**src/rtl/core/trp_pkg.sv**
```systemverilog
// ----------------------------------------------------------------------------
// Transfer ring producer package
// Result kinds, operation codes, control word bits and shared adder types.
// ----------------------------------------------------------------------------
package trp_pkg;

   typedef enum logic [2:0] {
      KIND_PREWRITE  = 3'd0,
      KIND_PUBLISH   = 3'd1,
      KIND_REJECT    = 3'd2,
      KIND_RETIRE_OK = 3'd3,
      KIND_UNDERFLOW = 3'd4
   } kind_type;

   localparam logic OP_LOAD   = 1'b0;
   localparam logic OP_RETIRE = 1'b1;

   localparam int unsigned CTL_CYCLE_BIT = 0;
   localparam int unsigned CTL_CHAIN_BIT = 4;
   localparam logic [31:0] CTL_CHAIN     = 32'h0000_0010;
   localparam logic [31:0] LINK_CTL      = 32'h0000_1802;
   localparam logic [5:0]  DROP_LIMIT    = 6'd63;

   typedef struct packed {
      logic [31:0] a;
      logic [31:0] b;
      logic        sub;
   } alu_req_type;

   typedef struct packed {
      logic        carry;
      logic [31:0] sum;
   } alu_rsp_type;

endpackage

```
**src/rtl/core/trp_alu.sv**
```systemverilog
// ----------------------------------------------------------------------------
// Transfer ring producer shared adder
// One 32-bit add/subtract unit with carry out, shared by address generation,
// the space check, the used count update and retire.
// ----------------------------------------------------------------------------
module trp_alu
   import trp_pkg::*;
(
   input  alu_req_type req,
   output alu_rsp_type rsp
);

   logic [31:0] b_eff;
   logic [32:0] total;

   assign b_eff = req.sub ? ~req.b : req.b;
   assign total = {1'b0, req.a} + {1'b0, b_eff} + {32'd0, req.sub};
   assign rsp.carry = total[32];
   assign rsp.sum   = total[31:0];

endmodule

```
**src/rtl/core/transfer_ring_producer.sv**
```systemverilog
// ----------------------------------------------------------------------------
// Transfer ring producer
// Producer side of a cycle-bit transfer ring: prewrites descriptors with an
// inverted cycle bit, inserts the link descriptor at the ring end, publishes
// the true control words in reverse order and tracks ring occupancy.
// ----------------------------------------------------------------------------
//
//   Channel  Direction  Handshake           Beat
//   req_     in         req_valid/req_stall one load or retire item
//   rsp_     out        rsp_valid/rsp_stall one ring write or status result
//   csr_     in         csr_valid/csr_ready ring base address
//
// Retire, rejected and swallowed items pass S_DECODE only; an accepted descriptor
// passes S_DECODE and S_WRITE, plus S_LINK when the link descriptor is inserted.
// The last descriptor of a transfer adds S_SUM, then S_PUB_RD and S_PUB per entry.
// All results go through one shared adder, one result per emitting step.
// Reset is synchronous and clears control state; the pending store needs none.
// rsp_stall holds the sequencer on its emitting step until the output is free.
module transfer_ring_producer
   import trp_pkg::*;
#(
   parameter int unsigned RING_SLOTS = 256,
   parameter int unsigned MAX_TD     = 32
)
(
   input  logic        clock,
   input  logic        reset,
   input  logic        req_valid,
   output logic        req_stall,
   input  logic        req_op,
   input  logic [63:0] req_trb_parameter,
   input  logic [31:0] req_trb_status,
   input  logic [31:0] req_trb_control,
   input  logic [5:0]  req_td_length,
   input  logic [7:0]  req_retire_count,
   output logic        rsp_valid,
   input  logic        rsp_stall,
   output logic [2:0]  rsp_kind,
   output logic [7:0]  rsp_ring_slot,
   output logic [63:0] rsp_write_parameter,
   output logic [31:0] rsp_write_status,
   output logic [31:0] rsp_write_control,
   output logic [31:0] rsp_entry_address,
   output logic        rsp_is_last,
   input  logic        csr_valid,
   output logic        csr_ready,
   input  logic [31:0] csr_ring_base
);

   localparam int unsigned SLOT_W     = $clog2(RING_SLOTS);
   localparam int unsigned PEND_DEPTH = MAX_TD + 1;
   localparam int unsigned IDX_W      = $clog2(PEND_DEPTH);
   localparam int unsigned CNT_W      = $clog2(PEND_DEPTH + 1);
   localparam int unsigned PEND_W     = SLOT_W + 32;

   localparam logic [SLOT_W-1:0] LAST_SLOT = SLOT_W'(RING_SLOTS - 1);
   localparam logic [31:0]       USED_MAX  = 32'(RING_SLOTS - 1);
   localparam logic [CNT_W-1:0]  PEND_FULL = CNT_W'(PEND_DEPTH);
   localparam logic [5:0]        TD_MAX    = 6'(MAX_TD);

   typedef enum logic [6:0] {
      S_IDLE   = 7'b000_0001,
      S_DECODE = 7'b000_0010,
      S_LINK   = 7'b000_0100,
      S_WRITE  = 7'b000_1000,
      S_SUM    = 7'b001_0000,
      S_PUB_RD = 7'b010_0000,
      S_PUB    = 7'b100_0000
   } state_type;

   state_type   state_ff, state_in;
   logic [31:0] base_ff, base_in;
   logic [SLOT_W-1:0] tail_ff, tail_in;
   logic [SLOT_W-1:0] used_ff, used_in;
   logic        cycle_ff, cycle_in;
   logic [5:0]  pos_ff, pos_in;
   logic        drop_ff, drop_in;
   logic        prev_chain_ff, prev_chain_in;
   logic [CNT_W-1:0] pend_cnt_ff, pend_cnt_in;

   logic        op_ff, op_in;
   logic [63:0] param_ff, param_in;
   logic [31:0] status_ff, status_in;
   logic [31:0] ctl_ff, ctl_in;
   logic [5:0]  len_ff, len_in;
   logic [7:0]  rcount_ff, rcount_in;

   logic        rsp_valid_ff, rsp_valid_in;
   kind_type    rsp_kind_ff, rsp_kind_in;
   logic [7:0]  rsp_slot_ff, rsp_slot_in;
   logic [63:0] rsp_param_ff, rsp_param_in;
   logic [31:0] rsp_status_ff, rsp_status_in;
   logic [31:0] rsp_ctl_ff, rsp_ctl_in;
   logic [31:0] rsp_addr_ff, rsp_addr_in;
   logic        rsp_last_ff, rsp_last_in;

   logic [PEND_W-1:0] pend_mem_ff [PEND_DEPTH];
   logic [PEND_W-1:0] pend_rd_ff;
   logic [IDX_W-1:0]  rd_addr;
   logic              mem_we;
   logic [PEND_W-1:0] mem_wdata;
   logic [SLOT_W-1:0] rd_slot;
   logic [31:0]       rd_ctl;

   alu_req_type alu_req;
   alu_rsp_type alu_rsp;

   logic        out_free;
   logic        emit;
   kind_type    e_kind;
   logic [SLOT_W-1:0] e_slot;
   logic [SLOT_W+7:0] e_slot_ext;
   logic [63:0] e_param;
   logic [31:0] e_status;
   logic [31:0] e_ctl;
   logic        e_last;
   logic [SLOT_W-1:0] addr_slot;
   logic [6:0]  pos_inc;
   logic        reject;
   logic        td_end;
   logic [31:0] flags;
   logic [31:0] lflags;

   trp_alu u_alu (
      .req (alu_req),
      .rsp (alu_rsp)
   );

   assign rd_addr = IDX_W'(pend_cnt_ff - CNT_W'(1));
   assign rd_slot = pend_rd_ff[PEND_W-1:32];
   assign rd_ctl  = pend_rd_ff[31:0];
   assign out_free = !rsp_valid_ff || !rsp_stall;
   assign pos_inc = {1'b0, pos_ff} + 7'd1;
   assign e_slot_ext = {8'd0, e_slot};

   always_comb begin
      state_in      = state_ff;
      base_in       = csr_valid ? csr_ring_base : base_ff;
      tail_in       = tail_ff;
      used_in       = used_ff;
      cycle_in      = cycle_ff;
      pos_in        = pos_ff;
      drop_in       = drop_ff;
      prev_chain_in = prev_chain_ff;
      pend_cnt_in   = pend_cnt_ff;
      op_in         = op_ff;
      param_in      = param_ff;
      status_in     = status_ff;
      ctl_in        = ctl_ff;
      len_in        = len_ff;
      rcount_in     = rcount_ff;

      alu_req   = '0;
      addr_slot = tail_ff;
      emit      = 1'b0;
      e_kind    = KIND_PREWRITE;
      e_slot    = '0;
      e_param   = '0;
      e_status  = '0;
      e_ctl     = '0;
      e_last    = 1'b0;
      mem_we    = 1'b0;
      mem_wdata = '0;
      reject    = 1'b0;
      td_end    = 1'b0;
      flags     = {ctl_ff[31:1], cycle_ff};
      lflags    = LINK_CTL | {31'd0, cycle_ff} |
                  ((pos_ff != 6'd0 && prev_chain_ff) ? CTL_CHAIN : 32'd0);

      unique case (state_ff)
         S_IDLE: begin
            if (req_valid) begin
               op_in     = req_op;
               param_in  = req_trb_parameter;
               status_in = req_trb_status;
               ctl_in    = req_trb_control;
               len_in    = req_td_length;
               rcount_in = req_retire_count;
               state_in  = S_DECODE;
            end
         end
         S_DECODE: begin
            if (op_ff == OP_RETIRE) begin
               alu_req.a   = 32'(used_ff);
               alu_req.b   = 32'(rcount_ff);
               alu_req.sub = 1'b1;
               if (out_free) begin
                  emit     = 1'b1;
                  e_last   = 1'b1;
                  e_kind   = alu_rsp.carry ? KIND_RETIRE_OK : KIND_UNDERFLOW;
                  used_in  = alu_rsp.carry ? alu_rsp.sum[SLOT_W-1:0] : '0;
                  state_in = S_IDLE;
               end
            end else if (drop_ff) begin
               if (pos_inc >= {1'b0, len_ff} || pos_inc >= {1'b0, DROP_LIMIT}) begin
                  drop_in = 1'b0;
                  pos_in  = '0;
               end else begin
                  pos_in = pos_inc[5:0];
               end
               state_in = S_IDLE;
            end else if (pos_ff == 6'd0) begin
               alu_req.a = 32'(used_ff);
               alu_req.b = 32'(len_ff);
               reject = (len_ff == 6'd0) || (len_ff > TD_MAX) || (alu_rsp.sum > USED_MAX);
               if (reject) begin
                  if (out_free) begin
                     emit   = 1'b1;
                     e_last = 1'b1;
                     e_kind = KIND_REJECT;
                     if (len_ff > 6'd1) begin
                        drop_in = 1'b1;
                        pos_in  = 6'd1;
                     end
                     state_in = S_IDLE;
                  end
               end else begin
                  pend_cnt_in   = '0;
                  prev_chain_in = 1'b0;
                  state_in      = (tail_ff >= LAST_SLOT) ? S_LINK : S_WRITE;
               end
            end else begin
               state_in = (tail_ff >= LAST_SLOT) ? S_LINK : S_WRITE;
            end
         end
         S_LINK: begin
            addr_slot = LAST_SLOT;
            alu_req.a = base_ff;
            alu_req.b = 32'({addr_slot, 4'b0000});
            if (out_free) begin
               emit     = 1'b1;
               e_slot   = LAST_SLOT;
               e_param  = {32'd0, base_ff};
               e_ctl    = lflags ^ 32'(1 << CTL_CYCLE_BIT);
               if (pend_cnt_ff < PEND_FULL) begin
                  mem_we      = 1'b1;
                  mem_wdata   = {LAST_SLOT, lflags};
                  pend_cnt_in = pend_cnt_ff + CNT_W'(1);
               end
               tail_in  = '0;
               cycle_in = !cycle_ff;
               state_in = S_WRITE;
            end
         end
         S_WRITE: begin
            alu_req.a = base_ff;
            alu_req.b = 32'({addr_slot, 4'b0000});
            if (out_free) begin
               td_end   = pos_inc >= {1'b0, len_ff} || pos_inc >= {1'b0, TD_MAX};
               emit     = 1'b1;
               e_slot   = tail_ff;
               e_param  = param_ff;
               e_status = status_ff;
               e_ctl    = flags ^ 32'(1 << CTL_CYCLE_BIT);
               e_last   = !td_end;
               if (pend_cnt_ff < PEND_FULL) begin
                  mem_we      = 1'b1;
                  mem_wdata   = {tail_ff, flags};
                  pend_cnt_in = pend_cnt_ff + CNT_W'(1);
               end
               tail_in       = tail_ff + SLOT_W'(1);
               prev_chain_in = ctl_ff[CTL_CHAIN_BIT];
               pos_in        = pos_inc[5:0];
               state_in      = td_end ? S_SUM : S_IDLE;
            end
         end
         S_SUM: begin
            alu_req.a     = 32'(used_ff);
            alu_req.b     = 32'(pos_ff);
            used_in       = (alu_rsp.sum > USED_MAX) ? LAST_SLOT : alu_rsp.sum[SLOT_W-1:0];
            pos_in        = '0;
            prev_chain_in = 1'b0;
            state_in      = S_PUB_RD;
         end
         S_PUB_RD: begin
            state_in = S_PUB;
         end
         S_PUB: begin
            addr_slot = rd_slot;
            alu_req.a = base_ff;
            alu_req.b = 32'({addr_slot, 4'b0000});
            if (out_free) begin
               emit        = 1'b1;
               e_kind      = KIND_PUBLISH;
               e_slot      = rd_slot;
               e_ctl       = rd_ctl;
               e_last      = (pend_cnt_ff == CNT_W'(1));
               pend_cnt_in = pend_cnt_ff - CNT_W'(1);
               state_in    = e_last ? S_IDLE : S_PUB_RD;
            end
         end
         default: begin
            state_in = S_IDLE;
         end
      endcase

      rsp_valid_in  = rsp_valid_ff && rsp_stall;
      rsp_kind_in   = rsp_kind_ff;
      rsp_slot_in   = rsp_slot_ff;
      rsp_param_in  = rsp_param_ff;
      rsp_status_in = rsp_status_ff;
      rsp_ctl_in    = rsp_ctl_ff;
      rsp_addr_in   = rsp_addr_ff;
      rsp_last_in   = rsp_last_ff;
      if (emit) begin
         rsp_valid_in  = 1'b1;
         rsp_kind_in   = e_kind;
         rsp_slot_in   = e_slot_ext[7:0];
         rsp_param_in  = e_param;
         rsp_status_in = e_status;
         rsp_ctl_in    = e_ctl;
         rsp_addr_in   = (e_kind == KIND_PREWRITE || e_kind == KIND_PUBLISH) ?
                         alu_rsp.sum : 32'd0;
         rsp_last_in   = e_last;
      end
   end

   always_ff @(posedge clock) begin
      if (reset) begin
         state_ff      <= S_IDLE;
         base_ff       <= '0;
         tail_ff       <= '0;
         used_ff       <= '0;
         cycle_ff      <= 1'b1;
         pos_ff        <= '0;
         drop_ff       <= 1'b0;
         prev_chain_ff <= 1'b0;
         pend_cnt_ff   <= '0;
         rsp_valid_ff  <= 1'b0;
      end else begin
         state_ff      <= state_in;
         base_ff       <= base_in;
         tail_ff       <= tail_in;
         used_ff       <= used_in;
         cycle_ff      <= cycle_in;
         pos_ff        <= pos_in;
         drop_ff       <= drop_in;
         prev_chain_ff <= prev_chain_in;
         pend_cnt_ff   <= pend_cnt_in;
         rsp_valid_ff  <= rsp_valid_in;
      end
   end

   always_ff @(posedge clock) begin
      op_ff         <= op_in;
      param_ff      <= param_in;
      status_ff     <= status_in;
      ctl_ff        <= ctl_in;
      len_ff        <= len_in;
      rcount_ff     <= rcount_in;
      rsp_kind_ff   <= rsp_kind_in;
      rsp_slot_ff   <= rsp_slot_in;
      rsp_param_ff  <= rsp_param_in;
      rsp_status_ff <= rsp_status_in;
      rsp_ctl_ff    <= rsp_ctl_in;
      rsp_addr_ff   <= rsp_addr_in;
      rsp_last_ff   <= rsp_last_in;
   end

   always_ff @(posedge clock) begin
      if (mem_we) begin
         pend_mem_ff[pend_cnt_ff[IDX_W-1:0]] <= mem_wdata;
      end
      pend_rd_ff <= pend_mem_ff[rd_addr];
   end

   assign req_stall           = (state_ff != S_IDLE);
   assign csr_ready           = 1'b1;
   assign rsp_valid           = rsp_valid_ff;
   assign rsp_kind            = rsp_kind_ff;
   assign rsp_ring_slot       = rsp_slot_ff;
   assign rsp_write_parameter = rsp_param_ff;
   assign rsp_write_status    = rsp_status_ff;
   assign rsp_write_control   = rsp_ctl_ff;
   assign rsp_entry_address   = rsp_addr_ff;
   assign rsp_is_last         = rsp_last_ff;

endmodule

```
**config.mk**
```make
export PLATFORM = sky130hd
export DESIGN_NAME = transfer_ring_producer
export DESIGN_NICKNAME = d
export VERILOG_FILES = /design/src/rtl/core/trp_pkg.sv /design/src/rtl/core/trp_alu.sv /design/src/rtl/core/transfer_ring_producer.sv
export SDC_FILE = /design/constraint.sdc
export NUM_CORES = 2
export LEC_CHECK = 0
export BUFFER_PORTS_ARGS = -buffer_cell sky130_fd_sc_hd__buf_4
export CORE_MARGIN = 2
export CORE_UTILIZATION = 61
export DETAILED_ROUTE_END_ITERATION = 16
export GPL_ROUTABILITY_DRIVEN = 1
export PLACE_DENSITY_LB_ADDON = 0.25
export SETUP_SLACK_MARGIN = 0.5
export SYNTH_ARGS = -nofsm -noshare
export SYNTH_HDL_FRONTEND = slang
export SYNTH_SLANG_ARGS = --single-unit
```
**constraint.sdc**
```tcl
create_clock -name clock -period 19.65 [get_ports clock]
set_input_delay 0.9825 -clock clock [delete_from_list [all_inputs] [get_ports clock]]
set_output_delay 0.9825 -clock clock [all_outputs]
set_load 0.01 [all_outputs]
```
Word level (Yosys, flattened, before mapping). Memory sizes are Yosys's and may differ from the RTL's. A register that Yosys moved wholly into a read port is not among the register bits. Cells that the tools add are included.

Flip-flop bits (word level): 386. Bits in writable memories: 1320. Input bits: 180. Output and inout port bits: 175. Logic and storage cells: 199. Memories: 1.

Memories: pend_mem_ff (words 33, width 40, rd ports 1, clocked after Yosys merged registers in 1, write ports 1, RTL line transfer_ring_producer.sv:97) `logic [PEND_W-1:0] pend_mem_ff [PEND_DEPTH];`.

$add $sub $neg: 6. Magnitude comparators: 8. Equality and inequality tests: 26. Mux-type cells: 98. Bitwise logic cells: 5. Reductions and logical operators: 32.

Operators by type and width (number): one-hot mux 64 bit (5 select lines) (1); 2-to-1 mux 40 bit (7); 2-to-1 mux 32 bit (4); one-hot mux 64 bit (2 select lines) (1); 2-to-1 mux 6 bit (16); one-hot mux 32 bit (3 select lines) (1); one-hot mux 40 bit (2 select lines) (1); 2-to-1 mux 8 bit (9); 2-to-1 mux 64 bit (1); 2-to-1 mux 7 bit (9); one-hot mux 7 bit (7 select lines) (1); one-hot mux 6 bit (3 select lines) (2); adder 32 x 32 -> 33 bit (1); adder 33 x 1 -> 33 bit (1); greater-than comparator 32 x 8 -> 1 bit, second input constant (1); inverter 32 bit (1); one-hot mux 8 bit (2 select lines) (2); 2-to-1 mux 1 bit (27); one-hot mux 8 bit (3 select lines) (1); != test 2 bit, second input constant (10); greater-or-equal comparator 7 x 6 -> 1 bit, second input constant (2); 2-to-1 mux 13 bit (1); OR 13 x 5 -> 13 bit (1); zero test 6 bit (2); other kinds (44) (72).

Logic depth before layout (Yosys ltp).
Word-level depth: 18. Gate-level depth with buffers: 22. Depth with buffers taken out: 19.

Cells and area by module. Synthesis repeated with hierarchy kept, for this count alone.

Cell total of the unflattened synthesis: 3444. Area total of the unflattened synthesis: 68433.1 um2.

Modules (own cells, without submodules): transfer_ring_producer (times used 1, cells each 3153, area each 66287.3 um2, seq. area each 51289.2 um2); trp_alu (times used 1, cells each 291, area each 2145.8 um2, seq. area each 0.0 um2).

Worst setup path before layout. Ideal clock, no wire load.

Path type: reg-to-reg. Start: reg state_ff[2]. End: reg rsp_addr_ff[0], in the netlist rsp_entry_address[0], enable pin. Setup time: 807 ps. Arrival time: 13708 ps. Required time: 18843 ps. Path slack: 5136 ps. Stages on the path, launching flop included: 22. Buffers on the path: 3. Period minus slack after synthesis: 14514 ps. Cells stage by stage: dfxtp_1 -> buf_2 -> or3_1 -> buf_2 -> nor4b_4 -> nand2_1 -> inv_1 -> nor2_1 -> nand2_1 -> ha_1 -> clkbuf_1 -> a21oi_1 -> o21ai_0 -> a221oi_2 -> o221ai_1 -> o21bai_1 -> mux2_2 -> a2111oi_2 -> nand4_2 -> o211ai_1 -> and2_1 -> a31oi_1.

Word-level cells in the longest chain between the ends: 13. Elaborated cells between the ends (all ways): 19. Classes of those cells: add/sub: 2; order compare: 1; eq/ne: 5; mux: 8; bitwise: 1; reduce/logical: 2.

Ends and longest elaborated chain: start: declaration (RTL line transfer_ring_producer.sv:71) `state_type state_ff, state_in;`; start signal: assignment (RTL line transfer_ring_producer.sv:331) `state_ff <= state_in;`; equality test 7 bit (tied with other cells) (RTL line transfer_ring_producer.sv:170) `unique case (state_ff)`; one-hot mux 64 bit (5 select lines) (RTL line transfer_ring_producer.sv:170); inverter 32 bit (RTL line trp_alu.sv:16) `assign b_eff = req.sub ? ~req.b : req.b;`; 2-to-1 mux 32 bit (RTL line trp_alu.sv:16); adder 32 x 32 -> 33 bit (RTL line trp_alu.sv:17) `assign total = {1'b0, req.a} + {1'b0, b_eff} + {32'd0, req.sub};`; adder 33 x 1 -> 33 bit (RTL line trp_alu.sv:17); greater-than comparator 32 x 8 -> 1 bit (RTL line transfer_ring_producer.sv:205) `reject = (len_ff == 6'd0) || (len_ff > TD_MAX) || (alu_rsp.sum > USED_MAX);`; logical OR 1 bit (RTL line transfer_ring_producer.sv:205); 2-to-1 mux 1 bit (RTL line transfer_ring_producer.sv:206) `if (reject) begin`; 2-to-1 mux 1 bit (RTL line transfer_ring_producer.sv:202) `end else if (pos_ff == 6'd0) begin`; 2-to-1 mux 1 bit (RTL line transfer_ring_producer.sv:194) `end else if (drop_ff) begin`; 2-to-1 mux 1 bit (RTL line transfer_ring_producer.sv:183) `if (op_ff == OP_RETIRE) begin`; one-hot mux 1 bit (2 select lines) * (RTL line transfer_ring_producer.sv:170); via emit (RTL line transfer_ring_producer.sv:109) `logic emit;`; end signal: assignment (RTL line transfer_ring_producer.sv:356) `rsp_addr_ff <= rsp_addr_in;`; end: declaration (RTL line transfer_ring_producer.sv:94) `logic [31:0] rsp_addr_ff, rsp_addr_in;`.

The timed path passes the listed nets; every way through them passes the cells marked *. A chain may end at the register's enable or synchronous reset.

Worst setup path in the final report.
Start: reg state_ff[0]. End: reg rsp_status_ff[11], in the netlist rsp_write_status[11], enable pin.

Word-level cells in the longest chain between the ends: 13. Elaborated cells between the ends (all ways): 19. Classes of those cells: add/sub: 2; order compare: 1; eq/ne: 5; mux: 8; bitwise: 1; reduce/logical: 2.

Ends and longest elaborated chain: equality test 7 bit (tied with other cells) (RTL line transfer_ring_producer.sv:170); one-hot mux 64 bit (5 select lines) (RTL line transfer_ring_producer.sv:170); inverter 32 bit (RTL line trp_alu.sv:16); 2-to-1 mux 32 bit (RTL line trp_alu.sv:16); adder 32 x 32 -> 33 bit (RTL line trp_alu.sv:17); adder 33 x 1 -> 33 bit (RTL line trp_alu.sv:17); greater-than comparator 32 x 8 -> 1 bit (RTL line transfer_ring_producer.sv:205); logical OR 1 bit (RTL line transfer_ring_producer.sv:205); 2-to-1 mux 1 bit (RTL line transfer_ring_producer.sv:206); 2-to-1 mux 1 bit (RTL line transfer_ring_producer.sv:202); 2-to-1 mux 1 bit (RTL line transfer_ring_producer.sv:194); 2-to-1 mux 1 bit (RTL line transfer_ring_producer.sv:183); one-hot mux 1 bit (2 select lines) * (RTL line transfer_ring_producer.sv:170); via emit (RTL line transfer_ring_producer.sv:109); end signal: assignment (RTL line transfer_ring_producer.sv:354) `rsp_status_ff <= rsp_status_in;`; end: declaration (RTL line transfer_ring_producer.sv:92) `logic [31:0] rsp_status_ff, rsp_status_in;`.

Marks and branches as above.

==> results.toml <==
[drt]
antenna_left = 0
drc = 0
dr.pass1.iters = 6
wirelength_mm = 171
avgRoutedWirePerCell_um = 30.8
num_vias = 36700
drt-initial-drc-count = 4864
viasPerCell = 6.59

[sta]
worst_pin_slew_ns = 1.27
whs_ns = 0.366
timing_hold_violations_final = 0
fmaxAchievable_mhz = 122
finClkSkew_ns = 0.0322
fin_crit_sh_pct = 41.8
worst_slack_ns = 11.43
maxSlewViolCount = 0
slew_headroom_pct = 15.5
post-route-min-period_ns = 8.22
rsz0062_at_grt = "no"
setup_viol = 0
fin_setup_tns_ns = 0

[global_route]
antenna_found_initial = 3
overflow = 0
grt_max_degree = 143
grt_usage_pct = 30.2
grt_pass1_wl_mm = 251
first_global_vias = 36900

[pwr]
power_density_nw_per_um2 = 98.4
vdd.ir_drop.worst_v = 0.0000881
leakage_nw = 25.1

[critical_path]
crit_type = "reg2reg"
path_max_fanout = 75
rrSetupSlack_ns = 11.43
critPathLaunchType = "flop"
required_ns = 20.04
critPathSlowestCell = "mux2i_1"
cp_slowest_stage_delay_ns = 0.80
crit_arrival_ns = 8.61
end_kind = "flop"
critical_path_buf_inv_count = 2
cp_top_family = "simple AND/OR/NAND/NOR gates"
path_cells = "or3_1, nor4b_4, nand2_1, o221ai_1, ha_1, and4_1, and3_1, a31o_2, o211ai_1, o211ai_2, a21oi_1, mux2i_1, or2_2, o211ai_1, and2_1, a31oi_4, buf_4, buf_4"

[clock_tree]
htree_levels = 4
hold_buffers = 0
clockRootBuffer = "clkbuf_16"
clkTransAtPathRegs_ns = 0.06
cts_sinks = 1745
cts_tree = "done"
ctsResizeCount = 0
cts_inserted_buffers = 171
worstSkewPairLatency_ns = 0.80
cts_setup_buffers = 0
clockBufferDepth = 3

[floorplanning]
die_y_um = 339
die_w_um = 339
fp.dieArea_sq_um = 115000
num_io_pins = 355
initial_utilization_pct = 61.7
row_count = 122
core_region_area_sq_um = 111000

[synth]
synth_edf_count = 1634
synth_nets = 3742
yosysSeqAreaShare_pct = 74.8
syn_inst = 3517
yosys_warnings = 0
synth_cell_type_count = 87
ys_ff_latch = 1745
syn_area_per_cell_sq_um = 19.5
netlist_area_sq_um = 68500
synthArstFlopShare_pct = 0
synth_ff_type = "edfxtp_1"

[final_layout]
final_cell_mix = "edfxtp_1, buf_4, mux4_2"
final_common_cell = "edfxtp_1"
area_growth_pct = 15.2
fin_nets = 4158
drive_gt1_share_pct = 28.7
stdcell_area_sq_um = 78900
nFillCells = 6584
utilization_pct = 71.1

[placement]
post_dp_cell_area_sq_um = 73300
gp_congestion = 0.932
place_ws_ns = 11.63
port_buffers = 352
dp_hpwl_mm = 88.8

[flow_run]
maxCapViolCount = 0

[worst_hold_path]
hold_path.class = "in2reg"

[status]
status = "finished clean"
[metrics by stage]
stage / std cells / power (mW)
2_1_floorplan: 3517 / 4.45
6_report: 5566 / 7.77
3_3_place_gp: 5248 / 4.58
4_1_cts: 5565 / 7.80
3_5_place_dp: 5248 / 4.58
5_1_grt: 5566 / 7.97
[cell families (layout without fill, tap and decap cells)]
family | Yosys count | count (layout) | synth area share, %
adders and majority gates | 45 | 45 | 0.833
muxes | 482 | 482 | 14.3
xor gates and xnor gates | 47 | 47 | 0.601
DFF | 1745 | 1745 | 74.8
and+or+nand+nor | 618 | 618 | 4.43
other | 1 | 2 | 0.00547
buffers and inverters | 223 | 783 | 1.27
AOI/OAI and AO/OA | 356 | 356 | 3.66
[registers in the layout (all words and copies together), names as in the netlist, 8 cells and up]
register	count
ctl_ff	31
tail_ff	8
rsp_ring_slot	8
rsp_write_parameter	64
status_ff	32
rcount_ff	8
rsp_write_status	32
used_ff	8
pend_mem_ff	1320
param_ff	64
rsp_write_control	32
rsp_entry_address	32
base_ff	32
pend_rd_ff	40
[cell type report]
class                           count  area, sq um  share of cell area, %
Antenna cell                        1         2.50                0.00317
Sequential cell                  1745        51300                   65.0
Clock inverter                     97          987                   1.25
Tap cell                         1488         1860                   2.36
Multi-Input combinational cell   1549        16700                   21.2
Inverter                           22         82.6                  0.105
Timing Repair Buffer              444         3370                   4.27
Clock buffer                      220         4600                   5.83
[layer usage]
metal  global-route usage (%)  part of all wire, %  wire length, um  vias up
li1                         -                    -                -    15200
met1                     41.3                   37            63300    18900
met2                     49.1                   49            84500     2242
met3                     6.20                   10            17500      356
met4                     10.9                  3.5             6050        2
met5                        0               0.0082               14        -
[power breakdown]
part,total [mW],internal (mW),switching (mW),leakage (nW)
clock,3.26,1.87,1.39,2.72
sequential,4.17,4.13,0.0409,15.2
combinational,0.335,0.120,0.215,7.19
[cells in the mapped netlist (31+ instances only)]
| cell | n | area, sq um |
|---|---|---|
| a21oi_1 | 112 | 561 |
| a22o_1 | 54 | 473 |
| and2_1 | 45 | 282 |
| and3_1 | 78 | 488 |
| buf_1 | 31 | 116 |
| clkbuf_1 | 158 | 593 |
| dfxtp_1 | 111 | 2220 |
| edfxtp_1 | 1634 | 49100 |
| ha_1 | 44 | 551 |
| mux2i_1 | 80 | 801 |
| mux4_2 | 400 | 9010 |
| nand2_1 | 122 | 458 |
| nor2_1 | 227 | 852 |
| o21ai_0 | 40 | 200 |
[worst paths after layout]
kind,start,endpoint,cells past startpoint
max reg2reg,state_ff[0],rsp_write_status[11],18
max,state_ff[0],rsp_write_status[11],18
min,req_trb_control[10],ctl_ff[10],1
min reg2reg,pend_mem_ff[32][10],pend_rd_ff[10],2
[worst reg2reg max path: cells and delay by family, from the launching register on]
family                     cells  cell delay [ns]
AOI/OAI and AO/OA              7             2.25
buffers and inverters          2             1.34
and+or+nand+nor                7             2.61
DFF                            1             0.37
muxes                          1             0.80
adders and majority gates      1             0.36
Power figures use the tool's default switching activity.
